`src/rtl/core/base32hex_stream_encoder_macros.svh`:
```
// Assertion macros shared by the base32hex encoder modules.
`ifndef BASE32HEX_STREAM_ENCODER_MACROS_SVH
`define BASE32HEX_STREAM_ENCODER_MACROS_SVH

`ifndef ASSERT_OFF
`define B32H_ASSERT(lbl, prop) \
   lbl: assert property (@(posedge clock) disable iff (reset) prop) \
      else $error("base32hex encoder assertion failed");
`define B32H_ASSERT_MSG(lbl, prop, msg) \
   lbl: assert property (@(posedge clock) disable iff (reset) prop) \
      else $error(msg);
`else
`define B32H_ASSERT(lbl, prop)
`define B32H_ASSERT_MSG(lbl, prop, msg)
`endif

`endif

```
`src/rtl/core/b32h_pkg.sv`:
```
// Shared types, constants and the alphabet function of the base32hex encoder.
`timescale 1ns / 1ps

package b32h_pkg;

   localparam int unsigned GROUP_CHARS = 8;
   localparam logic [7:0] PAD_CHAR = 8'h3d;
   localparam logic [7:0] DIGIT_BASE = 8'h30;
   localparam logic [7:0] LETTER_BASE = 8'h57;

   typedef struct packed {
      logic [GROUP_CHARS-1:0][7:0] chars;
      logic [2:0]                  rem;
      logic                        last;
   } b32h_bundle_type;

   function automatic logic [7:0] b32h_char(input logic [4:0] sym);
      logic [7:0] wide;
      wide = {3'b000, sym};
      if (sym < 5'd10) begin
         b32h_char = DIGIT_BASE + wide;
      end else begin
         b32h_char = LETTER_BASE + wide;
      end
   endfunction

endpackage

```
`src/rtl/core/base32hex_stream_encoder.sv`:
```
// Top level of the base32hex stream encoder.
// Usage: each item on the req_ channel is one message byte (req_data_byte) with
// req_last_byte set on the final byte of a message. Each item on the rsp_
// channel is one ASCII character of the lower-case extended-hex base32 text,
// with rsp_end_of_text set on the final character, after any '=' padding.
// A byte is accepted when req_valid is high and req_stall is low; a character
// is taken when rsp_valid is high and rsp_stall is low.
// Each accepted byte is held in the bundle register, and its characters move
// from there to the output register. The output register sends one character
// per cycle while rsp_stall is low. A byte yields 1 or 2 characters in
// steady state and a last byte up to 8 characters, including padding. The bundle
// register takes the next byte in the cycle its last character moves to the output register.
// Reset clears the group position, the leftover bits and both valid flags,
// so the next byte starts a new message. While the receiver stalls, the
// current character holds on rsp_ and req_stall rises once the bundle
// register is still full.
`timescale 1ns / 1ps

module base32hex_stream_encoder import b32h_pkg::*; (
   input  logic       clock,
   input  logic       reset,
   input  logic       req_valid,
   output logic       req_stall,
   input  logic [7:0] req_data_byte,
   input  logic       req_last_byte,
   output logic       rsp_valid,
   input  logic       rsp_stall,
   output logic [7:0] rsp_out_char,
   output logic       rsp_end_of_text
);

   b32h_bundle_type bundle;
   logic            slot_free;
   logic            accept;

   assign req_stall = !slot_free;
   assign accept    = req_valid && slot_free;

   b32h_encoder u_encoder (
      .clock     (clock),
      .reset     (reset),
      .accept    (accept),
      .data_byte (req_data_byte),
      .last_byte (req_last_byte),
      .bundle    (bundle)
   );

   b32h_serializer u_serializer (
      .clock           (clock),
      .reset           (reset),
      .load            (accept),
      .bundle          (bundle),
      .slot_free       (slot_free),
      .rsp_valid       (rsp_valid),
      .rsp_stall       (rsp_stall),
      .rsp_out_char    (rsp_out_char),
      .rsp_end_of_text (rsp_end_of_text)
   );

endmodule

```
`src/rtl/core/b32h_encoder.sv`:
```
// Group-position state and per-byte character bundle generation.
`timescale 1ns / 1ps
`include "base32hex_stream_encoder_macros.svh"

module b32h_encoder import b32h_pkg::*; (
   input  logic            clock,
   input  logic            reset,
   input  logic            accept,
   input  logic [7:0]      data_byte,
   input  logic            last_byte,
   output b32h_bundle_type bundle
);

   logic [3:0] carry_bits_ff;
   logic [3:0] carry_bits_in;
   logic [2:0] group_position_ff;
   logic [2:0] group_position_in;
   logic [4:0] sym0;
   logic [4:0] sym1;
   logic [4:0] flush_sym;
   logic       two_chars;
   logic       has_flush;
   logic [3:0] carry_next;
   logic [2:0] pos_next;
   logic [2:0] rem_last;
   logic [2:0] rem_mid;

   always_comb begin
      sym1      = data_byte[4:0];
      two_chars = 1'b1;
      has_flush = 1'b1;
      case (group_position_ff)
         3'd1: begin
            sym0       = {carry_bits_ff[2:0], data_byte[7:6]};
            sym1       = data_byte[5:1];
            carry_next = {3'b000, data_byte[0]};
            flush_sym  = {data_byte[0], 4'b0000};
            pos_next   = 3'd2;
            rem_last   = 3'd6;
            rem_mid    = 3'd1;
         end
         3'd2: begin
            sym0       = {carry_bits_ff[0], data_byte[7:4]};
            two_chars  = 1'b0;
            carry_next = data_byte[3:0];
            flush_sym  = {data_byte[3:0], 1'b0};
            pos_next   = 3'd3;
            rem_last   = 3'd4;
            rem_mid    = 3'd0;
         end
         3'd3: begin
            sym0       = {carry_bits_ff[3:0], data_byte[7]};
            sym1       = data_byte[6:2];
            carry_next = {2'b00, data_byte[1:0]};
            flush_sym  = {data_byte[1:0], 3'b000};
            pos_next   = 3'd4;
            rem_last   = 3'd3;
            rem_mid    = 3'd1;
         end
         3'd4: begin
            sym0       = {carry_bits_ff[1:0], data_byte[7:5]};
            sym1       = data_byte[4:0];
            has_flush  = 1'b0;
            carry_next = 4'd0;
            flush_sym  = 5'd0;
            pos_next   = 3'd0;
            rem_last   = 3'd1;
            rem_mid    = 3'd1;
         end
         default: begin
            sym0       = data_byte[7:3];
            two_chars  = 1'b0;
            carry_next = {1'b0, data_byte[2:0]};
            flush_sym  = {data_byte[2:0], 2'b00};
            pos_next   = 3'd1;
            rem_last   = 3'd7;
            rem_mid    = 3'd0;
         end
      endcase
   end

   always_comb begin
      bundle.chars    = {GROUP_CHARS{PAD_CHAR}};
      bundle.chars[0] = b32h_char(sym0);
      if (two_chars) begin
         bundle.chars[1] = b32h_char(sym1);
         if (has_flush) begin
            bundle.chars[2] = b32h_char(flush_sym);
         end
      end else begin
         bundle.chars[1] = b32h_char(flush_sym);
      end
      bundle.rem  = last_byte ? rem_last : rem_mid;
      bundle.last = last_byte;
   end

   always_comb begin
      carry_bits_in     = carry_bits_ff;
      group_position_in = group_position_ff;
      if (accept) begin
         carry_bits_in     = last_byte ? 4'd0 : carry_next;
         group_position_in = last_byte ? 3'd0 : pos_next;
      end
   end

   always_ff @(posedge clock) begin
      if (reset) begin
         carry_bits_ff     <= 4'd0;
         group_position_ff <= 3'd0;
      end else begin
         carry_bits_ff     <= carry_bits_in;
         group_position_ff <= group_position_in;
      end
   end

   `B32H_ASSERT(a_pos_range, group_position_ff <= 3'd4)
   `B32H_ASSERT_MSG(a_last_clears, accept && last_byte |=> group_position_ff == 3'd0 && carry_bits_ff == 4'd0, "state not cleared after last byte")
   `B32H_ASSERT_MSG(a_group_wraps, accept && !last_byte && group_position_ff == 3'd4 |=> group_position_ff == 3'd0 && carry_bits_ff == 4'd0, "group did not wrap cleanly")

endmodule

```
`src/rtl/core/b32h_serializer.sv`:
```
// Bundle holding register and one-character-per-cycle output register, held by rsp_stall.
`timescale 1ns / 1ps
`include "base32hex_stream_encoder_macros.svh"

module b32h_serializer import b32h_pkg::*; (
   input  logic            clock,
   input  logic            reset,
   input  logic            load,
   input  b32h_bundle_type bundle,
   output logic            slot_free,
   output logic            rsp_valid,
   input  logic            rsp_stall,
   output logic [7:0]      rsp_out_char,
   output logic            rsp_end_of_text
);

   b32h_bundle_type bundle_ff;
   b32h_bundle_type bundle_in;
   logic            bundle_valid_ff;
   logic            bundle_valid_in;
   logic            rsp_valid_ff;
   logic            rsp_valid_in;
   logic [7:0]      out_char_ff;
   logic [7:0]      out_char_in;
   logic            end_of_text_ff;
   logic            end_of_text_in;
   logic            out_load;
   logic            emit;
   logic            done;

   assign out_load  = !rsp_valid_ff || !rsp_stall;
   assign emit      = bundle_valid_ff && out_load;
   assign done      = emit && (bundle_ff.rem == 3'd0);
   assign slot_free = !bundle_valid_ff || done;

   always_comb begin
      bundle_in       = bundle_ff;
      bundle_valid_in = bundle_valid_ff;
      if (load) begin
         bundle_in       = bundle;
         bundle_valid_in = 1'b1;
      end else if (emit) begin
         bundle_in.chars = {PAD_CHAR, bundle_ff.chars[GROUP_CHARS-1:1]};
         bundle_in.rem   = bundle_ff.rem - 3'd1;
         bundle_valid_in = !done;
      end
   end

   always_comb begin
      rsp_valid_in   = rsp_valid_ff;
      out_char_in    = out_char_ff;
      end_of_text_in = end_of_text_ff;
      if (out_load) begin
         rsp_valid_in = emit;
      end
      if (emit) begin
         out_char_in    = bundle_ff.chars[0];
         end_of_text_in = bundle_ff.last && (bundle_ff.rem == 3'd0);
      end
   end

   always_ff @(posedge clock) begin
      if (reset) begin
         bundle_valid_ff <= 1'b0;
         rsp_valid_ff    <= 1'b0;
      end else begin
         bundle_valid_ff <= bundle_valid_in;
         rsp_valid_ff    <= rsp_valid_in;
      end
   end

   always_ff @(posedge clock) begin
      bundle_ff      <= bundle_in;
      out_char_ff    <= out_char_in;
      end_of_text_ff <= end_of_text_in;
   end

   assign rsp_valid       = rsp_valid_ff;
   assign rsp_out_char    = out_char_ff;
   assign rsp_end_of_text = end_of_text_ff;

   `B32H_ASSERT_MSG(a_no_overwrite, load |-> slot_free, "bundle overwritten before drained")
   `B32H_ASSERT_MSG(a_countdown, emit && bundle_ff.rem != 3'd0 |=> bundle_valid_ff && bundle_ff.rem == $past(bundle_ff.rem) - 3'd1, "character count skipped")
   `B32H_ASSERT(a_drain_empties, done && !load |=> !bundle_valid_ff)

endmodule
```
`config.mk`:
```
export PLATFORM = sky130hd
export DESIGN_NAME = base32hex_stream_encoder
export DESIGN_NICKNAME = d
export VERILOG_FILES = /design/src/rtl/core/b32h_pkg.sv /design/src/rtl/core/base32hex_stream_encoder.sv /design/src/rtl/core/b32h_encoder.sv /design/src/rtl/core/b32h_serializer.sv
export VERILOG_INCLUDE_DIRS = /design/src /design/src/rtl/core
export SDC_FILE = /design/constraint.sdc
export NUM_CORES = 1
export LEC_CHECK = 0
export ABC_AREA = 1
export BUFFER_PORTS_ARGS = -buffer_cell sky130_fd_sc_hd__buf_2
export CORE_MARGIN = 5
export CORE_UTILIZATION = 40
export CTS_CLUSTER_DIAMETER = 150
export DETAILED_ROUTE_END_ITERATION = 6
export PLACE_DENSITY = 0.66
export SYNTH_ARGS = -nofsm -noshare
export SYNTH_HDL_FRONTEND = slang
export SYNTH_SLANG_ARGS = --single-unit
export TNS_END_PERCENT = 1
```
`constraint.sdc`:
```
create_clock -name clock -period 5.1 [get_ports clock]
set_clock_uncertainty 0.1 [all_clocks]
set_input_delay 1.275 -clock clock [delete_from_list [all_inputs] [get_ports clock]]
set_output_delay 1.275 -clock clock [all_outputs]
set_load 0.02 [all_outputs]
```
# Yosys cells after proc, flatten, opt, wreduce, memory -nomap -nowiden
# Cells that the tools add are included.
# totals
inputBits,13
ramBits,0
output_inout_bits,11
romBits,0
n_memories,0
ff_bits,46
latchBits,0
# classes
n_reduce_logical,14
div_mod_pow,0
magnitude_cmp,3
n_eq_ne,4
n_shift,0
add_sub_neg,7
muxes,21
n_bitwise,0
mul,0
# ops
operator,n
$mux W27,2
$mux W8,6
$pmux W5 S4,2
$add A7 B5 Y8 const A,3
$pmux W3 S4,2
$add A6 B5 Y7 const A,3
$pmux W4 S4,1
$lt A5 B4 Y1 const B,3
$pmux W5 S2,1
$eq A3 B2 Y1 const B,2
$mux W3,2
$logic_not A1 Y1,5
$logic_and A1 B1 Y1,4
$mux W1,4
$mux W4,1
$eq A3 B1 Y1 const B,1
$eq A3 B3 Y1 const B,1
$logic_not A3 Y1,1
$reduce_or A3 Y1,1
$sub A3 B1 Y3 const B,1
$logic_or A1 B1 Y1,2
$reduce_bool A2 Y1,1

# Longest topological paths before layout
# depth
word_depth,7
mapped_depth,15
depth_no_buf,15

# Hierarchy
# A second synthesis with hierarchy kept.
# hier_totals
hier_cells,581
area_unflattened_um2,4854.7
# modules_own_cells
module,n_inst,seq_area_each_um2,cells_each,area_each_um2
b32h_serializer,1,2352.3,293,3231.8
b32h_encoder,1,140.1,285,1611.5
base32hex_stream_encoder,1,0.0,3,11.3

# Least setup slack after synthesis
# OpenSTA, ideal clock, no wires.
# synth_path
path_type,input to register
from,in rsp_stall
to,reg u_serializer.bundle_ff[10] (netlist name) (enable)
required_ps,4562
arrival_ps,3126
cell_stages,3
slack_ps,1435
setup_time_ps,438
cell_sequence,nand2_1 > inv_1 > o21ai_0
# synth_via
elab_chain_cells,7
# synth_rtl
element,line,text
start: declaration,base32hex_stream_encoder.sv:27,"input logic rsp_stall,"
$logic_not A1 Y1 *,b32h_serializer.sv:31,assign out_load = !rsp_valid_ff || !rsp_stall;
$logic_or A1 B1 Y1 *,b32h_serializer.sv:31,
$logic_and A1 B1 Y1 *,b32h_serializer.sv:32,assign emit = bundle_valid_ff && out_load;
$logic_and A1 B1 Y1,b32h_serializer.sv:33,assign done = emit && (bundle_ff.rem == 3'd0);
$logic_or A1 B1 Y1,b32h_serializer.sv:34,assign slot_free = !bundle_valid_ff || done;
$logic_and A1 B1 Y1,base32hex_stream_encoder.sv:37,assign accept = req_valid && slot_free;
$reduce_bool A2 Y1 (no source line) *,-,
end signal: assignment,b32h_serializer.sv:73,bundle_ff <= bundle_in;
end: declaration,b32h_serializer.sv:17,b32h_bundle_type bundle_ff;
# Mark *: on every way between the ends. The rest lies on a longest branch, timed or not.
# A chain may end at the register's enable or synchronous reset.

# Final worst setup path
# layout_path
from,in rsp_stall
to,out req_stall
# layout_via
elab_chain_cells,6
# layout_rtl
element,line,text
$logic_not A1 Y1,b32h_serializer.sv:31,
$logic_or A1 B1 Y1,b32h_serializer.sv:31,
$logic_and A1 B1 Y1,b32h_serializer.sv:32,
$logic_and A1 B1 Y1,b32h_serializer.sv:33,
$logic_or A1 B1 Y1,b32h_serializer.sv:34,
$logic_not A1 Y1,base32hex_stream_encoder.sv:36,assign req_stall = !slot_free;
end: declaration,base32hex_stream_encoder.sv:23,"output logic req_stall,"
# No other way between the ends.

==> reports/metrics.yaml <==
min_period_over_period_pct: 66.32
power.ir.vdd_worst_v: 0.0001566
numPortBuffers: 22
synthesis.area_per_instance_um2: 7.845
tritoncts: "yes"
timing.slew.headroom_pct: 19.60
critPathArrivalTime_ns: 2.01
cts_setup_buffers: 0
max_slew.worst_pin.slew_ns: 1.206
clk_pin_slew_worst_paths_ns: 0.09
total_drc_errors_in_the_routed_layout: 0
detail-route-antenna-nets: 0
filler_cell_count: 642
synth-async-reset-ratio_pct: 0
clkLatencyLatePin_ns: 0.30
outcome: "finished, final reports clean"
antenna_violations_before_repair: 0
floorplan.core_area_um2: 6350
cts_resized: 0
setup.worst_path.start: "rsp_stall"
max_stage_delay_ns: 0.24
n_antenna_cell: 0
num_rows: 29
synth_cells: 333
totalPowerFinal_mw: 0.8477
finalSetupTns_ns: 0
synth_edf_count: 33
place_worst_setup_slack_ns: 1.685
achievable-frequency_mhz: 295.7
wire_per_inst_um: 12.47
r2r.worst_path.cells: 12
finalWorstSetupSlack_ns: 1.718
initial_core_utilization_pct: 41.14
total_leakage_power_nw: 1.297
yosysWarningCount: 0
worstSetupEndpoint: "req_stall"
cap_violations: 0
die_width_um: 90.82
cts_buffers: 5
critPathCaptureType: "output pin"
flow.area_growth_from_synthesis_pct: 10.06
clock_path_buffers: 2
crit_type: "in2out"
drt-pass1-iter-count: 4
drv_slew: 0
via_count_of_the_first_global_routing_pass: 2062
path_max_fanout: 3
footprint_of_the_flip_flops_and_latches_um2: 1171
postSynthNetCount: 351
clock-sinks: 42
layoutNonFillerInstCount: 434
gp_routability_congestion: 0.9505
cts.root.buffer_cell: "clkbuf_8"
finish.net_count: 374
power.density_nw_per_um2: 294.8
setup_viol: 0
overflow: 0
post_cts_hold_buffer_count: 0
gr-usage-all-layers_pct: 14.17
path_cells: "buf_2, nand2_1, inv_1, o21ai_0, inv_1, buf_2"
vias_per_cell: 5.000
dpl.cell_count: 426
synthesized_cell_area_um2: 2613
dp.final_hpwl_um: 4107
first_iter_violations: 126
grt_pass1_wl_um: 9549
multi_input_comb_area_um2: 1252
r2r_setup_slack_ns: 2.36
netlist-cell-type-count: 40
finalCriticalPeriod_ns: 3.382
ys_seq_area_share_pct: 44.83
clock_tree.htree_level_count: 2
route.final.wire_length_um: 5411
die-area_um2: 8247
setup.worst_path.start_class: "input port"
seq_cells_post_synth: 42
worst-endpoint-required_ns: 3.72
cell_at_the_slowest_stage_of_the_critical_path: "o21ai_0"
rr_startpoint: "u_encoder.group_position_ff[0]"
rsz0062_at_grt: "false"
ys.flop_type: "edfxtp_1"
post_route_cells_drive_above_1_share_pct: 17.09
vias: 2170
grt_start_max_net_pins: 25
die_h_um: 90.82
timing.hold.worst.class: "reg2reg"
reg2reg_capture_point: "u_serializer.bundle_ff[16]"
timing.final.hold_violations: 0
number_of_ports_placed_on_the_die_boundary: 24
## cell families (layout without fill, tap and decap cells)
family / after synthesis / count (layout) / share of synthesized area (%)
simple gates: 212 / 212 / 38.46
buf+inv: 44 / 68 / 7.375
flops: 42 / 42 / 44.83
compound gates: 26 / 26 / 5.987
fa+ha+maj: 5 / 5 / 2.395
other cells: 2 / 2 / 0.2875
xor+xnor: 2 / 2 / 0.6706
## per-stage QoR
step	area [um^2]	util (%)	hold slack, ns
2_1_floorplan	2613	-	0.3003
3_3_place_gp	2781	43.80	0.3023
3_5_place_dp	2781	43.80	0.3045
4_1_cts	2875	45.28	0.3255
5_1_grt	2875	45.28	0.3320
6_report	2875	45.28	0.3243
## worst min-delay path by stage
stage	from	endpoint	slack, ns	cells past startpoint
floorplan	u_serializer.bundle_ff[4]	u_serializer.rsp_out_char[0]	0.30	0
CTS	u_serializer.bundle_ff[10]	u_serializer.rsp_out_char[6]	0.33	0
detailed placement	u_serializer.bundle_ff[10]	u_serializer.rsp_out_char[6]	0.30	0
global placement	u_serializer.bundle_ff[6]	u_serializer.rsp_out_char[2]	0.30	0
global route	u_serializer.bundle_ff[10]	u_serializer.rsp_out_char[6]	0.33	0
finish	u_serializer.bundle_ff[10]	u_serializer.rsp_out_char[6]	0.32	0
## cells in the mapped netlist (2+ instances only)
master / number / area share, %
buf_4: 3 / 0.86
dfxtp_1: 9 / 6.9
ha_1: 5 / 2.4
a21oi_1: 12 / 2.3
nand2_1: 112 / 16
o21ai_0: 4 / 0.77
conb_1: 2 / 0.29
nand4_1: 2 / 0.48
nand3_1: 34 / 6.5
o21ai_1: 2 / 0.38
clkbuf_1: 2 / 0.29
edfxtp_1: 33 / 38
nor3_1: 3 / 0.57
nor2_1: 33 / 4.7
inv_1: 33 / 4.7
nand3b_1: 3 / 0.86
or2_2: 2 / 0.48
nand2_4: 2 / 0.86
nor2_8: 2 / 1.5
inv_4: 2 / 0.48
nand2_8: 2 / 1.5
nor2_4: 3 / 1.3
nand2_2: 11 / 2.6
## layer usage
layer  wire, um  GRT usage (%)  up-vias
li1           -              -     1120
met1       2565          18.50     1001
met2       2546          22.88       44
met3        201          2.750        5
met4         97          5.868        0
met5          0              0        -
## cell usage in the layout (no fill, tap or decap), types with 3 or more instances in the layout
cell type / netlist / final
nand2_2: 11 / 11
dfxtp_1: 9 / 9
nand3b_1: 3 / 3
a21oi_1: 12 / 12
nor3_1: 3 / 3
o21ai_0: 4 / 3
buf_2: 1 / 22
clkbuf_8: 1 / 5
nor2_1: 33 / 33
ha_1: 5 / 5
inv_1: 33 / 33
nand2_1: 112 / 112
nor2_4: 3 / 3
nand3_1: 34 / 34
edfxtp_1: 33 / 33
## critical path, delay by kind of cell
kind / cells / cell delay (ns)
AO/OA/AOI/OAI: 1 / 0.24
AND/OR/NAND/NOR: 1 / 0.08
buffers and inverters: 4 / 0.43
## area by class of cell
class	instances	share of cell area, %
Timing Repair Buffer	23	4.091
Multi-Input combinational cell	247	43.56
Inverter	37	5.004
Tap cell	77	3.351
Clock inverter	3	0.8703
Clock buffer	5	2.393
Sequential cell	42	40.73
## registers in the layout (all words and copies together), names as in the netlist
name	flops
u_serializer.rsp_valid	1
u_serializer.bundle_ff	25
u_serializer.rsp_out_char	7
u_serializer.bundle_valid_ff	1
u_encoder.group_position_ff	3
u_serializer.rsp_end_of_text	1
u_encoder.carry_bits_ff	4
## power by group
group | switching (mW) | internal (mW) | total (mW)
clock network | 0.122 | 0.0987 | 0.221
logic | 0.132 | 0.0645 | 0.197
registers | 0.0130 | 0.417 | 0.430
total | 0.267 | 0.580 | 0.848
No activity file was read; power rests on OpenSTA's default activity.
